[config.mk]
export PLATFORM = sky130hd
export DESIGN_NAME = lru_page_replacement
export DESIGN_NICKNAME = d
export VERILOG_FILES = /design/src/rtl/lpr_pkg.sv /design/src/rtl/lpr_victim.sv /design/src/rtl/lpr_table.sv /design/src/rtl/lru_page_replacement.sv
export SDC_FILE = /design/constraint.sdc
export NUM_CORES = 2
export LEC_CHECK = 0
export ABC_CLOCK_PERIOD_IN_PS = 11600
export BUFFER_PORTS_ARGS = -buffer_cell sky130_fd_sc_hd__buf_4
export CORE_ASPECT_RATIO = 0.7
export CORE_UTILIZATION = 58
export CTS_CLUSTER_SIZE = 14
export DETAILED_ROUTE_END_ITERATION = 10
export GPL_ROUTABILITY_DRIVEN = 0
export PLACE_DENSITY = 0.82
export SYNTH_ARGS = -nofsm -noshare
export SYNTH_HDL_FRONTEND = slang
export SYNTH_SLANG_ARGS = --single-unit
[constraint.sdc]
create_clock -name clk_i -period 11.6 [get_ports clk_i]
set_input_delay 2.32 -clock clk_i [delete_from_list [all_inputs] [get_ports clk_i]]
set_output_delay 2.32 -clock clk_i [all_outputs]
set_load 0.02 [all_outputs]
[src/rtl/lpr_pkg.sv]
// Shared constants and types for the LRU page replacement frame table.
// Used by lpr_victim, lpr_table and the lru_page_replacement top level.
package lpr_pkg;

  localparam int FRAME_COUNT_DEF = 8;
  localparam int PAGE_BITS_DEF   = 16;

  localparam int CFG_W           = 4;
  localparam logic [CFG_W-1:0] CFG_RESET = CFG_W'(8);

  localparam int AGE_W           = 32;
  localparam logic [AGE_W-1:0] AGE_MAX = {AGE_W{1'b1}};

  localparam int FAULT_W         = 32;
  localparam logic [FAULT_W-1:0] FAULT_MAX = {FAULT_W{1'b1}};

  localparam int FRAME_IDX_W     = 3;

  // Result beat: frame_index then fault_total, padded to whole bytes
  localparam int OUT_FIELDS_W    = FRAME_IDX_W + FAULT_W;
  localparam int OUT_DATA_W      = ((OUT_FIELDS_W + 7) / 8) * 8;

  typedef struct packed {
    logic                   was_hit;
    logic [FRAME_IDX_W-1:0] frame_index;
    logic [FAULT_W-1:0]     fault_total;
  } lpr_result_t;

endpackage

[src/rtl/lpr_victim.sv]
// Max-age select over the frame table: a compare tree, ties to the lower index.
// Depends on lpr_pkg for the age width.
module lpr_victim
  import lpr_pkg::*;
#(
  parameter int FRAME_COUNT = FRAME_COUNT_DEF,
  parameter int IDX_W       = (FRAME_COUNT > 1) ? $clog2(FRAME_COUNT) : 1
) (
  input  logic [FRAME_COUNT-1:0][AGE_W-1:0] age_i,
  input  logic [FRAME_COUNT-1:0]            cand_i,
  output logic [IDX_W-1:0]                  idx_o
);

  localparam int LEAVES = 1 << IDX_W;

  logic [AGE_W-1:0] leaf_age  [LEAVES];
  logic             leaf_cand [LEAVES];

  logic [AGE_W-1:0] node_age  [1:2*LEAVES-1];
  logic             node_cand [1:2*LEAVES-1];
  logic [IDX_W-1:0] node_idx  [1:2*LEAVES-1];

  for (genvar g = 0; g < LEAVES; g++) begin : g_leaf
    if (g < FRAME_COUNT) begin : g_used
      assign leaf_age[g]  = age_i[g];
      assign leaf_cand[g] = cand_i[g];
    end else begin : g_pad
      assign leaf_age[g]  = '0;
      assign leaf_cand[g] = 1'b0;
    end
  end

  always_comb begin
    for (int i = 0; i < LEAVES; i++) begin
      node_age[LEAVES+i]  = leaf_age[i];
      node_cand[LEAVES+i] = leaf_cand[i];
      node_idx[LEAVES+i]  = IDX_W'(i);
    end
    // Left child wins ties, so the lower frame index wins
    for (int i = LEAVES - 1; i >= 1; i--) begin
      if (!node_cand[2*i] ||
          (node_cand[2*i+1] && (node_age[2*i+1] > node_age[2*i]))) begin
        node_age[i]  = node_age[2*i+1];
        node_cand[i] = node_cand[2*i+1];
        node_idx[i]  = node_idx[2*i+1];
      end else begin
        node_age[i]  = node_age[2*i];
        node_cand[i] = node_cand[2*i];
        node_idx[i]  = node_idx[2*i];
      end
    end
  end

  assign idx_o = node_idx[1];

endmodule

[src/rtl/lpr_table.sv]
// Frame table state (pages, valid bits, ages, fault count), lookup and update.
// Depends on lpr_pkg and instantiates lpr_victim.
module lpr_table
  import lpr_pkg::*;
#(
  parameter int FRAME_COUNT = FRAME_COUNT_DEF,
  parameter int PAGE_BITS   = PAGE_BITS_DEF
) (
  input  logic                 clk_i,
  input  logic                 rst_ni,
  input  logic                 req_i,
  input  logic [PAGE_BITS-1:0] page_i,
  input  logic                 last_i,
  input  logic [CFG_W-1:0]     frames_in_use_i,
  output lpr_result_t          result_o
);

  localparam int IDX_W = (FRAME_COUNT > 1) ? $clog2(FRAME_COUNT) : 1;

  logic [PAGE_BITS-1:0]                page_q [FRAME_COUNT];
  logic [FRAME_COUNT-1:0]              valid_q, valid_d;
  logic [FRAME_COUNT-1:0][AGE_W-1:0]   age_q, age_d, aged;
  logic [FAULT_W-1:0]                  fault_q, fault_d, fault_next;

  logic [CFG_W-1:0]       cfg_eff;
  logic [FRAME_COUNT-1:0] act;
  logic                   hit_found, empty_found;
  logic [IDX_W-1:0]       hit_idx, empty_idx, victim_idx, slot;

  assign cfg_eff = (frames_in_use_i == '0) ? CFG_W'(1) : frames_in_use_i;

  always_comb begin
    hit_found   = 1'b0;
    hit_idx     = '0;
    empty_found = 1'b0;
    empty_idx   = '0;
    for (int j = 0; j < FRAME_COUNT; j++) begin
      act[j] = (32'(j) < 32'(cfg_eff));
      if (act[j] && valid_q[j] && (age_q[j] != AGE_MAX)) begin
        aged[j] = age_q[j] + AGE_W'(1);
      end else begin
        aged[j] = age_q[j];
      end
    end
    // Scan downwards so the lowest matching index is left standing
    for (int j = FRAME_COUNT - 1; j >= 0; j--) begin
      if (act[j] && valid_q[j] && (page_q[j] == page_i)) begin
        hit_found = 1'b1;
        hit_idx   = IDX_W'(j);
      end
      if (act[j] && !valid_q[j]) begin
        empty_found = 1'b1;
        empty_idx   = IDX_W'(j);
      end
    end
  end

  // With no empty active frame every active frame is valid
  lpr_victim #(
    .FRAME_COUNT (FRAME_COUNT),
    .IDX_W       (IDX_W)
  ) u_victim (
    .age_i  (aged),
    .cand_i (act),
    .idx_o  (victim_idx)
  );

  always_comb begin
    if (hit_found) begin
      slot = hit_idx;
    end else if (empty_found) begin
      slot = empty_idx;
    end else begin
      slot = victim_idx;
    end

    if (hit_found || (fault_q == FAULT_MAX)) begin
      fault_next = fault_q;
    end else begin
      fault_next = fault_q + FAULT_W'(1);
    end

    result_o.was_hit     = hit_found;
    result_o.frame_index = FRAME_IDX_W'(slot);
    result_o.fault_total = fault_next;

    valid_d = valid_q;
    age_d   = age_q;
    fault_d = fault_q;
    if (req_i) begin
      if (last_i) begin
        valid_d = '0;
        age_d   = '0;
        fault_d = '0;
      end else begin
        age_d       = aged;
        age_d[slot] = '0;
        valid_d[slot] = 1'b1;
        fault_d     = fault_next;
      end
    end
  end

  always_ff @(posedge clk_i or negedge rst_ni) begin
    if (!rst_ni) begin
      valid_q <= '0;
      age_q   <= '0;
      fault_q <= '0;
    end else begin
      valid_q <= valid_d;
      age_q   <= age_d;
      fault_q <= fault_d;
    end
  end

  // Page tags need no reset: a tag is only compared once its valid bit is set
  always_ff @(posedge clk_i) begin
    if (req_i && !hit_found) begin
      page_q[slot] <= page_i;
    end
  end

endmodule

[src/rtl/lru_page_replacement.sv]
// LRU page replacement block: input register, frame table, result register.
// Depends on lpr_pkg; instantiates lpr_table.
//
// Usage:
//   Slave stream carries one page reference per beat: tdata holds the page
//   number, tlast marks the last reference of a string. Master stream returns
//   one result per reference: tdata holds frame_index and fault_total, tuser
//   is the hit flag, tlast echoes the end-of-string mark.
//   The active frame count is written through cfg_we_i / cfg_wdata_i while
//   no reference is in flight; zero counts as one frame.
// Pipeline and throughput:
//   A reference is captured in the input register, then looked up and applied
//   to the frame table as it moves into the result register, which presents
//   it on the master side. One reference per cycle is sustained while the
//   receiver holds tready high; the table update is combinational (parallel
//   tag compare plus the max-age compare tree) and sets that figure.
// Reset and stalls:
//   Reset empties the table, clears ages and the fault count and sets the
//   active frame count to eight. While the receiver holds tready low the
//   result register keeps its beat, one further reference waits in the input
//   register, and s_axis_tready drops.
module lru_page_replacement
  import lpr_pkg::*;
#(
  parameter int FRAME_COUNT = FRAME_COUNT_DEF,
  parameter int PAGE_BITS   = PAGE_BITS_DEF,
  parameter int IN_DATA_W   = ((PAGE_BITS + 7) / 8) * 8
) (
  input  logic                  clk_i,
  input  logic                  rst_ni,
  // Slave stream
  input  logic                  s_axis_tvalid,
  output logic                  s_axis_tready,
  input  logic [IN_DATA_W-1:0]  s_axis_tdata,   // page_number
  input  logic                  s_axis_tlast,   // end_of_string
  // Master stream
  output logic                  m_axis_tvalid,
  input  logic                  m_axis_tready,
  output logic [OUT_DATA_W-1:0] m_axis_tdata,   // frame_index, fault_total
  output logic                  m_axis_tuser,   // was_hit
  output logic                  m_axis_tlast,   // is_last
  // Configuration: frames_in_use
  input  logic                  cfg_we_i,
  input  logic [CFG_W-1:0]      cfg_wdata_i
);

  logic                 in_vld_q;
  logic [PAGE_BITS-1:0] in_page_q;
  logic                 in_last_q;
  logic                 out_vld_q;
  lpr_result_t          out_res_q;
  logic                 out_last_q;
  logic [CFG_W-1:0]     cfg_q;
  lpr_result_t          res;
  logic                 advance;
  logic                 in_take;

  assign advance       = in_vld_q && (!out_vld_q || m_axis_tready);
  assign s_axis_tready = !in_vld_q || advance;
  assign in_take       = s_axis_tvalid && s_axis_tready;

  lpr_table #(
    .FRAME_COUNT (FRAME_COUNT),
    .PAGE_BITS   (PAGE_BITS)
  ) u_table (
    .clk_i           (clk_i),
    .rst_ni          (rst_ni),
    .req_i           (advance),
    .page_i          (in_page_q),
    .last_i          (in_last_q),
    .frames_in_use_i (cfg_q),
    .result_o        (res)
  );

  always_ff @(posedge clk_i or negedge rst_ni) begin
    if (!rst_ni) begin
      in_vld_q  <= 1'b0;
      out_vld_q <= 1'b0;
      cfg_q     <= CFG_RESET;
    end else begin
      if (in_take) begin
        in_vld_q <= 1'b1;
      end else if (advance) begin
        in_vld_q <= 1'b0;
      end
      if (advance) begin
        out_vld_q <= 1'b1;
      end else if (m_axis_tready) begin
        out_vld_q <= 1'b0;
      end
      if (cfg_we_i) begin
        cfg_q <= cfg_wdata_i;
      end
    end
  end

  always_ff @(posedge clk_i) begin
    if (in_take) begin
      in_page_q <= s_axis_tdata[PAGE_BITS-1:0];
      in_last_q <= s_axis_tlast;
    end
    if (advance) begin
      out_res_q  <= res;
      out_last_q <= in_last_q;
    end
  end

  assign m_axis_tvalid = out_vld_q;
  assign m_axis_tdata  = OUT_DATA_W'({out_res_q.fault_total, out_res_q.frame_index});
  assign m_axis_tuser  = out_res_q.was_hit;
  assign m_axis_tlast  = out_last_q;

endmodule

# Word level (Yosys, flattened, before mapping)
# Memory sizes are Yosys's and may differ from the RTL's.
# Cells that the tools add are included.
# totals
ff_bits	356
elab_cells	216
mem_count	1
ram_bits	128
# memory_table
memory	words	word_bits	read_ports	rd_clocked_by_memory_dff	write_ports	line_no	rtl
u_table.page_q	8	16	8	0	1	lpr_table.sv:20	logic [PAGE_BITS-1:0] page_q [FRAME_COUNT];
# op_classes
magnitude_cmp	17
n_addsub	9
n_bitwise	3
n_eq_ne	17
n_reduce_logical	74
muxes	76
# ops
cell	n
$mux W32	17
$add A32 B1 Y32 const B	9
$and A256 B256 Y256	1
$mux W256	1
$ne A32 B32 Y1 const B	8
$not A256 Y256	1
$gt A32 B32 Y1	7
$eq A16 B16 Y1	8
$demux W32 S3	1
$mux W3	21
$logic_and A1 B1 Y1	43
$mux W1	33
$eq A32 B32 Y1 const B	1
$logic_not A1 Y1	18
$lt A3 B4 Y1 const A	4
$logic_or A1 B1 Y1	10
$lt A1 B4 Y1 const A	2
$lt A2 B4 Y1 const A	2
$mux W8	1
$or A8 B8 Y8	1
$logic_not A4 Y1	1
$lt A3 B4 Y1 const B	1
$mux W4	1
$reduce_bool A2 Y1	2
other kinds (2)	2

# Longest topological paths before layout
# depth
ltp_word	27
depth_mapped	46
mapped_depth_nobuf	41

# Cells and area by module
# A second synthesis with hierarchy kept.
# unflattened
hier_cells	3559
area_unflattened_um2	34490.6
# by_module_without_submodules
mod	instances	seq_area_each_um2	area_per_inst_um2	cells_per_inst
lpr_table	1	11250.8	24803.8	2485
lpr_victim	1	0.0	7776.2	998
lru_page_replacement	1	1773.0	1910.6	76

# Worst setup path before layout
# Ideal clock, no wire load.
# synth_path
kind	flip-flop to flip-flop
start	reg cfg_q[3]
end	mem u_table.page_q[2][0] in the netlist's numbering (enable)
stages_incl_launch_ff	40
slack_ns	0.837
setup_ns	0.409
arrival_ns	10.354
required_ns	11.191
cell_sequence	dfstp_2 > clkbuf_1 > a31oi_1 > nand2b_1 > nor2_1 > nand4_1 > nor4_1 > nand3_1 > xor2_1 > ha_1 > nand4_1 > nor4_1 > nand4_1 > o211ai_1 > nor2b_1 > buf_1 > buf_1 > mux2i_1 > [... 4 more ...] > nor3_1 > a2bb2oi_1 > nor2b_1 > clkbuf_1 > clkbuf_1 > mux2_2 > ha_1 > nand4_1 > or4_1 > o22ai_1 > a311oi_1 > nor2_1 > mux2i_1 > a21o_1 > buf_2 > nand2_1 > clkbuf_1 > nor3_1
# synth_lines
item	line_no	rtl
from (decl)	lru_page_replacement.sv:53	logic [CFG_W-1:0] cfg_q;
from (signal assigned)	lru_page_replacement.sv:92	cfg_q <= cfg_wdata_i;
to (decl)	lpr_table.sv:20	

# Worst setup path in the final report
# layout_path
start	reg u_table.age_q[2] in the netlist's numbering
end	reg u_table.age_q[27] in the netlist's numbering
# layout_via
elab_chain_cells	24
elab_cells_between_ends	32
# layout_lines
item	line_no	rtl
from (decl)	lpr_table.sv:22	logic [FRAME_COUNT-1:0][AGE_W-1:0] age_q, age_d, aged;
from (signal assigned)	lpr_table.sv:111	age_q <= age_d;
parallel branches: the longest is 2 deep, another holds $add A32 B1 Y32	-	
$mux W32 (*)	lpr_table.sv:39	if (act[j] && valid_q[j] && (age_q[j] != AGE_MAX)) begin
$gt A32 B32 Y1	lpr_victim.sv:42	(node_cand[2*i+1] && (node_age[2*i+1] > node_age[2*i]))) begin
$logic_and A1 B1 Y1	lpr_victim.sv:42	
$logic_or A1 B1 Y1	lpr_victim.sv:41	if (!node_cand[2*i] ||
$mux W32	lpr_victim.sv:41	
$gt A32 B32 Y1	lpr_victim.sv:42	
$logic_and A1 B1 Y1	lpr_victim.sv:42	
[... 7 more ...]	-	
$mux W3	lpr_table.sv:69	if (hit_found) begin
$lt A3 B4 Y1 (implied by the code) or $ge A3 B1 Y1 (tied branches)	lpr_table.sv:97	age_d[slot] = '0;
$logic_and A1 B1 Y1 (implied by the code)	lpr_table.sv:97	
$mux W32 (implied by the code)	lpr_table.sv:97	
$demux W32 S3	-	
$not A256 Y256 (no source line)	-	
$and A256 B256 Y256 (no source line) (*)	-	
$mux W256 (*)	lpr_table.sv:91	if (last_i) begin
# Mark *: on every way between the ends.
# A chain may end at the register's enable or synchronous reset.

==> qor.csv <==
metric;value;unit
ys_ff_latch;484;
clockRootBuffer;clkbuf_16;
timing.critical_path.buf_inv;4;
portBuffers;64;
outcome;finished clean;
routed_via_density;6.41;
cts-buffers-inserted;49;
cpLargestDelayFamily;simple AND/OR/NAND/NOR gates;
dieArea;58400;sq um
final.setup.tns;0;ps
regToRegSetupSlack;520;ps
antenna_found_initial;5;
detail-route-antenna-nets;0;
start_kind;flip-flop;
post_cts_buffers;0;
gr-usage-all-layers;32.6;%
coreArea;56700;sq um
startpoint;u_table.age_q[2];
crit_required;12070;ps
cts_tree;built;
die_y;202;um
slew_headroom;32.3;%
synth_area_per_cell;9.15;sq um
grt.overflow.total;0;
final_cells;4457;
min_path_type;reg2reg;
routed-via-count;28600;
peakVddDrop;0.260;mV
grt_pass1_wl;149000;um
worst_pin_slew;1010;ps
fin_hold_ws;523;ps
path_class;reg2reg;
setup_viol;0;
yosys_warnings;0;
nets;3924;
rows;73;
skew;27.5;ps
cellPowerDensity;173;nW/um^2
leakagePower;15.7;nW
io_pins;70;
synth_cell_types;79;
hold_violations;0;
mostFrequentLayoutCells;nand2_1 (432), dfrtp_1 (301), o21ai_0 (251);
drc;0;
cts.sinks;484;
report.final.slew_viol_count;0;
r2r_start;u_table.age_q[2];
ys_seq_area_share;39.1;%
dpl.cell_count;4364;
cts_max_level;2;
die_w;288;um
drt_wl_total;95800;um
endpoint_kind;flip-flop;
min_period_over_period;95.5;%
cp_max_fo;34;
synth_edf_count;182;
worstHoldStart;u_table.age_q[39];
cts_buffer_depth;3;
path_common_cell;nand4_1;
power;0.00631;W
post-dp-hpwl;70000;um
synthCells;3640;
dr.pass1.iters;6;
grt_start_max_net_pins;119;
routedWlPerCell;21.5;um
clk_latency;620;ps
period_needed;11080;ps
clk_pin_slew;70;ps
arrival;11550;ps
layout_commonest_cell;nand2_1;
fmax;90.3;MHz
first_global_vias;26200;
async_flop_share;62.4;%
syn_to_final_growth;9.42;%
cpPeakStageDelay;680;ps
drive_above_1_share;8.31;%
drtIter0Drc;3963;
syn-cell-area;33300;sq um
rsz0062_at_grt;no;
ys.flop_type;dfrtp_1;
start_util;58.7;%
cap_violations;0;
crit_slowest_cell;o31ai_4;
Yosys cell counts, drive strengths merged (10+ instances only):
cell	count	share of area, %
ha	233	8.8
o221ai	10	0.26
or3	20	0.38
nor2b	16	0.30
a21o	24	0.54
inv	224	2.5
and2	26	0.49
nand4	121	2.3
and3	48	0.90
o31ai	23	0.52
clkbuf	126	1.4
buf	46	0.68
o21ai	266	4.0
nand2	433	4.9
mux2	44	1.5
a221oi	18	0.47
o211ai	39	0.88
nor4	54	1.0
nand2b	18	0.34
o22ai	19	0.36
nor3	87	1.4
edfxtp	182	16
mux2i	144	4.3
o21a	12	0.27
dfrtp	301	23
or2	13	0.24
xnor2	198	5.2
a21oi	140	2.1
xor2	233	6.1
and4	32	0.84
a211oi	17	0.38
a31oi	17	0.32
nand3	144	2.2
nor2	208	2.3
path summary, 6_finish.rpt:
kind	end	depth (start not counted)
min in group asynchronous	u_table.age_q[167]	1
max in group asynchronous	u_table.age_q[72]	3
max reg2reg	u_table.age_q[27]	36
min reg2reg	u_table.age_q[39]	2
max	u_table.age_q[27]	36
min	u_table.age_q[39]	2
repair_timing:
item	in CTS	in global routing
gates resized for setup	0	2
hold buffers	0	0
endpoints found under the setup margin	0	238
kinds of logic (layout without fill, tap and decap cells):
group / after synthesis / in the layout / synth area share, %
and+or+nand+nor: 1256 / 1256 / 18.5
buffers and inverters: 397 / 459 / 4.64
AOI/OAI and AO/OA: 650 / 650 / 11.9
muxes: 188 / 188 / 5.82
xor gates and xnor gates: 431 / 431 / 11.3
DFF: 484 / 484 / 39.1
other: 1 / 6 / 0.0113
adders and majority gates: 233 / 233 / 8.75
registers in the layout, indices dropped and copies added (netlist names):
register,cells
m_axis_tvalid,1
in_page_q,16
u_table.fault_q,32
in_vld_q,1
m_axis_tlast,1
u_table.age_q,256
u_table.valid_q,8
m_axis_tuser,1
m_axis_tdata,35
cfg_q,4
u_table.page_q,128
in_last_q,1
final cells by class:
type,count,area [sq um]
Timing Repair Buffer,142,1220
Fill cell,4449,20300
Sequential cell,484,13000
Tap cell,750,938
Clock buffer,62,1320
Inverter,225,847
Multi-Input combinational cell,2763,18800
Antenna cell,1,2.50
Clock inverter,30,250
layer usage:
| metal | wire length (um) | GRT usage (%) | vias up |
|---|---|---|---|
| met2 | 38500 | 44.2 | 1722 |
| met5 | 39 | 0 | - |
| met3 | 12700 | 9.11 | 236 |
| met4 | 3060 | 10.8 | 4 |
| met1 | 41500 | 49.6 | 13600 |
| li1 | - | - | 13000 |
through the flow:
stage	utilization [%]	cell area, sq um	setup slack (ps)
CTS	64.2	36400	714
global placement	61.5	34900	1020
floorplan	-	33300	837
global route	64.2	36400	6.87
finish	64.2	36400	520
detailed placement	61.5	34900	728
report_power, final:
part           total [W]  switching, W  internal [W]
registers        0.00205      0.000144       0.00191
clock network    0.00158      0.000709      0.000876
logic            0.00268       0.00167       0.00101
worst min-delay path, cell delays in order (launching register included):
cell and delay (ps):
dfrtp_1 370, nand2_1 50, o21ai_0 60
No activity file was read; power rests on OpenSTA's default activity.
